===== config.mk =====
export PLATFORM = sky130hd
export DESIGN_NAME = pc_ctrl
export DESIGN_NICKNAME = d
export VERILOG_FILES = /design/src/pc_pkg.sv /design/src/pc_ctrl.sv
export SDC_FILE = /design/constraint.sdc
export NUM_CORES = 1
export LEC_CHECK = 0
export ABC_CLOCK_PERIOD_IN_PS = 1900
export BUFFER_PORTS_ARGS = -buffer_cell sky130_fd_sc_hd__buf_2
export CORE_UTILIZATION = 40
export CTS_CLUSTER_DIAMETER = 100
export CTS_CLUSTER_SIZE = 28
export DETAILED_ROUTE_END_ITERATION = 10
export GPL_ROUTABILITY_DRIVEN = 0
export RECOVER_POWER = 50
export SYNTH_ARGS = -nofsm -noshare
export SYNTH_HDL_FRONTEND = slang
export SYNTH_SLANG_ARGS = --single-unit

===== constraint.sdc =====
create_clock -name clk -period 1.9 [get_ports clk]
set_input_delay 0.475 -clock clk [delete_from_list [all_inputs] [get_ports clk]]
set_output_delay 0.475 -clock clk [all_outputs]
set_load 0.005 [all_outputs]

===== src/pc_pkg.sv =====
// Shared types and constants for the streaming Pearson correlation block.
// Used by the controller, the datapath and the top level.
// Depends on nothing.
package pc_pkg;

	localparam int CORR_W  = 16;
	localparam int COUNT_W = 13;
	localparam int BIT_W   = 4;

	typedef logic [3:0] op_t;

	// Products formed by the shared serial multiplier, in issue order.
	localparam op_t OP_N_SXY = 4'd0;
	localparam op_t OP_SX_SY = 4'd1;
	localparam op_t OP_N_SXX = 4'd2;
	localparam op_t OP_SX_SX = 4'd3;
	localparam op_t OP_N_SYY = 4'd4;
	localparam op_t OP_SY_SY = 4'd5;
	localparam op_t OP_VA_VB = 4'd6;
	localparam op_t OP_N_N   = 4'd7;
	localparam op_t OP_SRCH  = 4'd8;

	localparam logic [BIT_W-1:0] SRCH_TOP = 4'd15;

	typedef struct packed {
		logic             start;
		op_t              op;
		logic [BIT_W-1:0] bitk;
		logic             clear_m;
		logic             load_out;
	} pc_cmd_t;

	typedef struct packed {
		logic mul_done;
		logic degenerate;
	} pc_status_t;

endpackage


===== src/pc_ctrl.sv =====
// Controller: accepts beats, sequences the multiplier products and the root
// search, and hands the result to the output register. Depends on pc_pkg.
module pc_ctrl (
	input  logic               clk,
	input  logic               arst_n,
	input  logic               in_valid,
	input  logic               in_last,
	output logic               in_ready,
	output logic               out_valid,
	input  logic               out_ready,
	input  pc_pkg::pc_status_t status,
	output pc_pkg::pc_cmd_t    cmd
);
	import pc_pkg::*;

	localparam logic [2:0] S_IDLE  = 3'd0;
	localparam logic [2:0] S_ISSUE = 3'd1;
	localparam logic [2:0] S_WAIT  = 3'd2;
	localparam logic [2:0] S_CHECK = 3'd3;
	localparam logic [2:0] S_FIN   = 3'd4;

	logic [2:0]       state_q;
	op_t              op_q;
	logic [BIT_W-1:0] k_q;
	logic             out_valid_q;
	logic             load;

	assign in_ready = (state_q == S_IDLE);
	assign load     = (state_q == S_FIN) && (!out_valid_q || out_ready);

	always_ff @(posedge clk or negedge arst_n) begin
		if (!arst_n) begin
			state_q     <= S_IDLE;
			op_q        <= OP_N_SXY;
			k_q         <= '0;
			out_valid_q <= 1'b0;
		end else begin
			if (load) begin
				out_valid_q <= 1'b1;
			end else if (out_ready) begin
				out_valid_q <= 1'b0;
			end
			unique case (state_q)
				S_IDLE: begin
					if (in_valid && in_last) begin
						op_q    <= OP_N_SXY;
						state_q <= S_ISSUE;
					end
				end
				S_ISSUE: state_q <= S_WAIT;
				S_WAIT: begin
					if (status.mul_done) begin
						state_q <= S_ISSUE;
						case (op_q)
							OP_N_SXY: op_q <= OP_SX_SY;
							OP_SX_SY: op_q <= OP_N_SXX;
							OP_N_SXX: op_q <= OP_SX_SX;
							OP_SX_SX: op_q <= OP_N_SYY;
							OP_N_SYY: op_q <= OP_SY_SY;
							OP_SY_SY: state_q <= S_CHECK;
							OP_VA_VB: op_q <= OP_N_N;
							OP_N_N: begin
								op_q <= OP_SRCH;
								k_q  <= SRCH_TOP;
							end
							default: begin
								if (k_q == '0) begin
									state_q <= S_FIN;
								end else begin
									k_q <= k_q - 1'b1;
								end
							end
						endcase
					end
				end
				S_CHECK: begin
					if (status.degenerate) begin
						state_q <= S_FIN;
					end else begin
						op_q    <= OP_VA_VB;
						state_q <= S_ISSUE;
					end
				end
				S_FIN: begin
					if (load) begin
						state_q <= S_IDLE;
					end
				end
				default: state_q <= S_IDLE;
			endcase
		end
	end

	assign cmd.start    = (state_q == S_ISSUE);
	assign cmd.op       = op_q;
	assign cmd.bitk     = k_q;
	assign cmd.clear_m  = (state_q == S_CHECK);
	assign cmd.load_out = load;
	assign out_valid    = out_valid_q;
endmodule


==> impl_metrics.py, run 1 <==
metrics = {
    "routing": {
        "routed_wirelength_um": 1575,
        "ant_nets": 0,
        "drcViolationCount": 0,
        "drtIter0Drc": 11,
        "vias_per_cell": 5.305,
        "firstDrtPassIters": 4,
        "route.vias.total": 679,
        "wl_per_cell_um": 12.30,
    },
    "worst_setup_path": {
        "cp.required_ns": 1.42,
        "max_stage_delay_ns": 0.55,
        "arrival_ns": 1.30,
        "startpoint_type": "flop",
        "cp_cell_sequence": "buf_4 -> and2_1 -> buf_2",
        "worstSetupPathType": "reg2out",
        "worstSetupEndpointType": "primary output",
        "cp_num_buf_inv": 2,
        "path_max_fanout": 10,
        "slowest_stage": "dfrtp_1",
        "cpLargestDelayFamily": "flip-flops",
    },
    "power": {
        "fin_total_pwr_mw": 1.136,
        "leakage_nw": 0.4523,
        "p_per_area_mw_per_mm2": 1258,
        "ir_drop_v": 0.0006593,
    },
    "finish": {
        "nFillCells": 194,
        "n_antenna_cell": 0,
        "drive_gt1_frac": 0.2718,
        "multiInputGateArea_um2": 411.6,
        "regArea_um2": 300.3,
        "area_growth_pct": 18.36,
        "nNetsFinal": 114,
    },
    "synth": {
        "netlist_instances": 82,
        "synth_area_leader_cell": "dfrtp_1",
        "synth_cell_type_count": 33,
        "synth_area_um2": 763.2,
        "yosysSeqAreaShare": 0.3934,
        "yosys_register_bits": 12,
        "yosysWarnings": 0,
        "synth_area_leaders": "dfrtp_1 39%, a21oi_1 3.9%, o2bb2ai_1 3.4%, ha_1 3.3%, nand4b_4 3.1%",
        "syn-num-nets": 91,
        "synth_top_area_frac": 0.3934,
        "syn_area_per_cell_um2": 9.308,
    },
    "sta": {
        "tightest_slew_ns": 0.6822,
        "max_freq_mhz": 563.4,
        "worst_slack_ns": 0.1249,
        "finalCritPeriodShare": 0.9342,
        "rsz0062_at_grt": "false",
        "clock_skew_ns": 0.006255,
        "setup_tns_ns": 0,
        "hold_slack_ns": 0.1999,
        "period_needed_ns": 1.775,
        "slew_headroom": 0.5452,
        "hold_viol_final": 0,
        "setup-violations-final": 0,
        "maxSlewViolCount": 0,
    },
    "placed_design": {
        "io_buffers": 19,
        "place.detailed.hpwl_um": 1161,
        "pre_cts_ws_ns": 0.2560,
    },
    "die": {
        "start_util": 0.4326,
        "row_count": 15,
        "fp.dieW_um": 45.68,
        "ioPinCount": 20,
        "die_h_um": 45.68,
        "coreArea_mm2": 0.001764,
        "dieArea_mm2": 0.002087,
    },
    "status": {
        "outcome": "finished, final reports clean",
    },
    "grt": {
        "antenna_found_initial": 0,
        "gr-total-overflow": 0,
        "grt_pass1_wl_um": 2532,
        "grt_max_degree": 13,
        "grt_pass1_vias": 566,
        "grtUsageTotal": 0.1726,
    },
    "run": {
        "drv_cap": 0,
    },
    "clock_network": {
        "postCtsSetupBuffers": 0,
        "hold_buffers": 0,
        "clockBufferDepth": 2,
        "cts_buffers": 3,
        "cts_tree": "done",
        "cts_sinks": 12,
        "insertion_delay_ns": 0.28,
        "htreeDepth": 1,
        "cts_resized": 0,
        "path_clk_slew_ns": 0.07,
        "root_buffer": "clkbuf_4",
    },
    "worst_hold_path": {
        "hold_class": "in2async",
    },
}
==> metrics by stage <==
stage               cells  cell area, um^2  utilization
floorplan              82            763.2            -
finish                128            903.4       0.5121
global placement      125            883.3       0.5007
CTS                   128            905.9       0.5135
detailed placement    125            883.3       0.5007
global route          128            903.4       0.5121
==> state kept, by name (all words and copies together) (netlist names) <==
name       flops
state_q        3
out_valid      1
op_q           4
k_q            4
==> synth_stat cells <==
cell       number
nor3b_1         3
mux2_2          2
o211ai_1        1
nor3_1          2
buf_4           1
or3_1           2
nand2_2         1
and2_1          1
nand2_1         6
o41ai_1         1
inv_1           6
a21o_1          1
nand3b_1        1
dfrtp_1        12
ha_1            2
and3_1          1
o21a_1          2
nor2b_1         2
or4_1           1
buf_6           1
buf_2           2
o22a_1          1
a31oi_1         2
o31ai_1         2
nor3b_4         1
nand2b_1        3
a211oi_1        1
o21ai_0         3
o2bb2ai_1       3
nand3_1         4
nand4b_4        1
nor2_1          4
a21oi_1         6
==> layer usage <==
metal	track usage	routed length (um)	vias up
li1	-	-	339
met2	0.2600	726	13
met5	0	0	-
met4	0.07273	19	0
met1	0.2225	764	324
met3	0.05952	65	3
==> power breakdown <==
part           switching, mW  internal [mW]  total (mW)
combinational          0.248          0.273       0.521
sequential             0.133          0.323       0.455
clock                 0.0862         0.0736       0.160
==> cell usage in the layout, fill, tap and decap left out, types with 3 or more instances in the layout <==
master     count
buf_2         17
buf_4          3
a21oi_1        6
nor2_1         4
inv_1          6
nand2b_1       3
nor3b_1        3
o21ai_0        3
clkbuf_4       3
nand3_1        4
o2bb2ai_1      3
nand2_1        6
dfrtp_1       12
==> layout make-up <==
type,count,area share
sequential,12,0.3324
inverter,6,0.02493
tap,25,0.03463
timing repair buffer,22,0.1274
multi-input combinational,60,0.4557
clock buffer,3,0.02493
==> final timing paths <==
check                           startpoint  slack [ns]    endpoint  cells past startpoint
worst max register to register      k_q[0]        0.24      k_q[3]                      6
worst min register to register   out_valid        0.52   out_valid                      2
worst max-delay path            state_q[0]        0.12      cmd[1]                      3
max in group asynchronous           arst_n        1.26  state_q[2]                      1
worst min-delay path                arst_n        0.20     op_q[1]                      1
min in group clk                 out_ready        0.48   out_valid                      3
==> kinds of logic (layout without fill, tap and decap cells) <==
| family | after synthesis | count (layout) | synth area share |
|---|---|---|---|
| AOI/OAI and AO/OA | 23 | 23 | 0.2016 |
| and+or+nand+nor | 33 | 33 | 0.2754 |
| adders and majority gates | 2 | 2 | 0.03278 |
| muxes | 2 | 2 | 0.02951 |
| DFF | 12 | 12 | 0.3934 |
| buffers and inverters | 10 | 31 | 0.06721 |
(Power assumes the default switching activity.)
==> run 2, diff against run 1 <==
--- a/config.mk
+++ b/config.mk
@@ -13,6 +13,7 @@
 export DETAILED_ROUTE_END_ITERATION = 10
 export GPL_ROUTABILITY_DRIVEN = 0
 export RECOVER_POWER = 50
+export REMOVE_ABC_BUFFERS = 1
 export SYNTH_ARGS = -nofsm -noshare
 export SYNTH_HDL_FRONTEND = slang
 export SYNTH_SLANG_ARGS = --single-unit
==> run 2 against run 1 <==
Critical path depth grew 1. Global-route usage rose by 0.49 points. Hold slack improved by 0.012 ns. Worst setup slack better by 0.019 ns. Clock power shrank 5%. Clock skew down 0.0049 ns. First-iteration DRC count is 18% higher. Non-clock buffer count decreased by 2. Power down 4.4%. Utilization is 0.92 points lower. Maximum frequency increased by 1.1%. Critical path type unchanged. Largest power group unchanged.
==> impl_metrics.py, run 2 (synthesis results as in run 1) <==
metrics = {
    "power": {
        "pwr-share-comb": 0.455,
        "p_per_area_mw_per_mm2": 1225,
        "seqPwrFrac": 0.405,
        "leakage_nw": 0.4385,
        "ir_drop_v": 0.0006166,
        "p_sw_mw": 0.4531,
        "swShare": 0.4169,
        "p_int_mw": 0.6336,
        "fin_total_pwr_mw": 1.087,
        "clock_power_share": 0.140,
    },
    "sta": {
        "setup_tns_ns": 0,
        "tightest_slew_ns": 0.6685,
        "rsz0062_at_grt": "false",
        "worst_slack_ns": 0.1435,
        "max_freq_mhz": 569.3,
        "maxSlewViolCount": 0,
        "clock_skew_ns": 0.001352,
        "finalCritPeriodShare": 0.9245,
        "setup-violations-final": 0,
        "hold_slack_ns": 0.2120,
        "hold_viol_final": 0,
        "period_needed_ns": 1.757,
        "slew_headroom": 0.5543,
    },
    "grt": {
        "antenna_found_initial": 0,
        "gr-total-overflow": 0,
        "grt_pass1_wl_um": 2628,
        "grtUsageTotal": 0.1774,
        "grt_max_degree": 13,
        "grt_pass1_vias": 595,
    },
    "clock_network": {
        "cts_buffers": 3,
        "clockBufferDepth": 2,
        "insertion_delay_ns": 0.26,
        "htreeDepth": 1,
        "hold_buffers": 0,
        "cts_tree": "done",
        "cts_resized": 0,
        "root_buffer": "clkbuf_4",
        "path_clk_slew_ns": 0.07,
        "cts_sinks": 12,
        "postCtsSetupBuffers": 0,
    },
    "worst_setup_path": {
        "cp.required_ns": 1.42,
        "worstSetupEndpointType": "primary output",
        "r2r_setup_slack_ns": 0.22,
        "r2r_cells": 6,
        "worstSetupPathType": "reg2out",
        "startpoint_type": "flop",
        "endpoint": "cmd[0]",
        "r2r-end": "k_q[3]",
        "path_max_fanout": 8,
        "cp-startpoint": "state_q[0]",
        "reg2reg_from": "k_q[0]",
        "arrival_ns": 1.28,
    },
    "worst_hold_path": {
        "hold_class": "in2async",
    },
    "finish": {
        "drive_gt1_frac": 0.2475,
        "nFillCells": 197,
        "reg_top3": "k_q (4), op_q (4), state_q (3)",
        "layout_common_cells": "16 x buf_2, 12 x dfrtp_1, 6 x inv_1, 6 x nand2_1, 6 x a21oi_1",
        "n_antenna_cell": 0,
        "final_area_um2": 887.1,
        "fin_util": 0.5028,
        "area_growth_pct": 16.23,
        "layout_commonest_cell": "buf_2",
        "nNetsFinal": 112,
        "final_cells": 126,
    },
    "die": {
        "dieArea_mm2": 0.002087,
        "start_util": 0.4326,
        "coreArea_mm2": 0.001764,
        "fp.dieW_um": 45.68,
        "row_count": 15,
        "ioPinCount": 20,
        "die_h_um": 45.68,
    },
    "routing": {
        "drtIter0Drc": 13,
        "route.vias.total": 653,
        "ant_nets": 0,
        "firstDrtPassIters": 4,
        "highest_layer": "met4",
        "m1WireLength_um": 740,
        "wl_met3_um": 51,
        "wl_per_cell_um": 12.33,
        "vias_per_cell": 5.183,
        "wl_met2_um": 747,
        "routed_wirelength_um": 1553,
        "drcViolationCount": 0,
    },
    "placed_design": {
        "place_inst": 123,
        "io_buffers": 19,
        "pre_cts_ws_ns": 0.2180,
        "place_area_um2": 868.3,
        "place.detailed.hpwl_um": 1211,
    },
    "status": {
        "outcome": "finished, final reports clean",
    },
    "run": {
        "drv_cap": 0,
    },
}
-- run 2: cell count changes in the layout (fill, tap and decap cells not counted), sizes merged --
cell    before  now
clkbuf       5    6
buf         20   17
-- run 2: worst max-delay path, stage by stage (launching register included) --
cell and delay, ns:
dfrtp_1 0.45, buf_4 0.19, nor2_1 0.11, and3_1 0.16, buf_2 0.10
-- run 2: layer usage --
| metal | vias to the layer above | GRT usage |
|---|---|---|
| met1 | 303 | 0.2351 |
| met5 | - | 0 |
| li1 | 336 | - |
| met4 | 0 | 0.07273 |
| met3 | 2 | 0.02381 |
| met2 | 12 | 0.2886 |
-- run 2: area by class of cell --
cell class	count	area [um^2]	area share
multi-input combinational	60	411.6	0.4640
sequential	12	300.3	0.3385
clock buffer	3	22.52	0.02539
tap	25	31.28	0.03526
inverter	6	22.52	0.02539
timing repair buffer	20	98.84	0.1114
-- run 2: how the worst min path moves through the flow --
stage,slack [ns],cells past startpoint,to,from
final,0.21,1,op_q[2],arst_n
after global routing,0.28,1,state_q[1],arst_n
after CTS,0.08,1,op_q[1],arst_n
after detailed placement,0.38,1,op_q[1],arst_n
after global placement,0.37,1,op_q[1],arst_n
after floorplan,0.18,0,k_q[0],arst_n
-- run 2: power groups by stage --
stage                     clock [mW]  sequential [mW]  combinational (mW)
after global routing           0.169            0.455               0.565
after detailed placement           0            0.447               0.501
after CTS                      0.160            0.441               0.503
final                          0.152            0.441               0.494
after global placement             0            0.444               0.494
after floorplan                    0            0.443               0.320
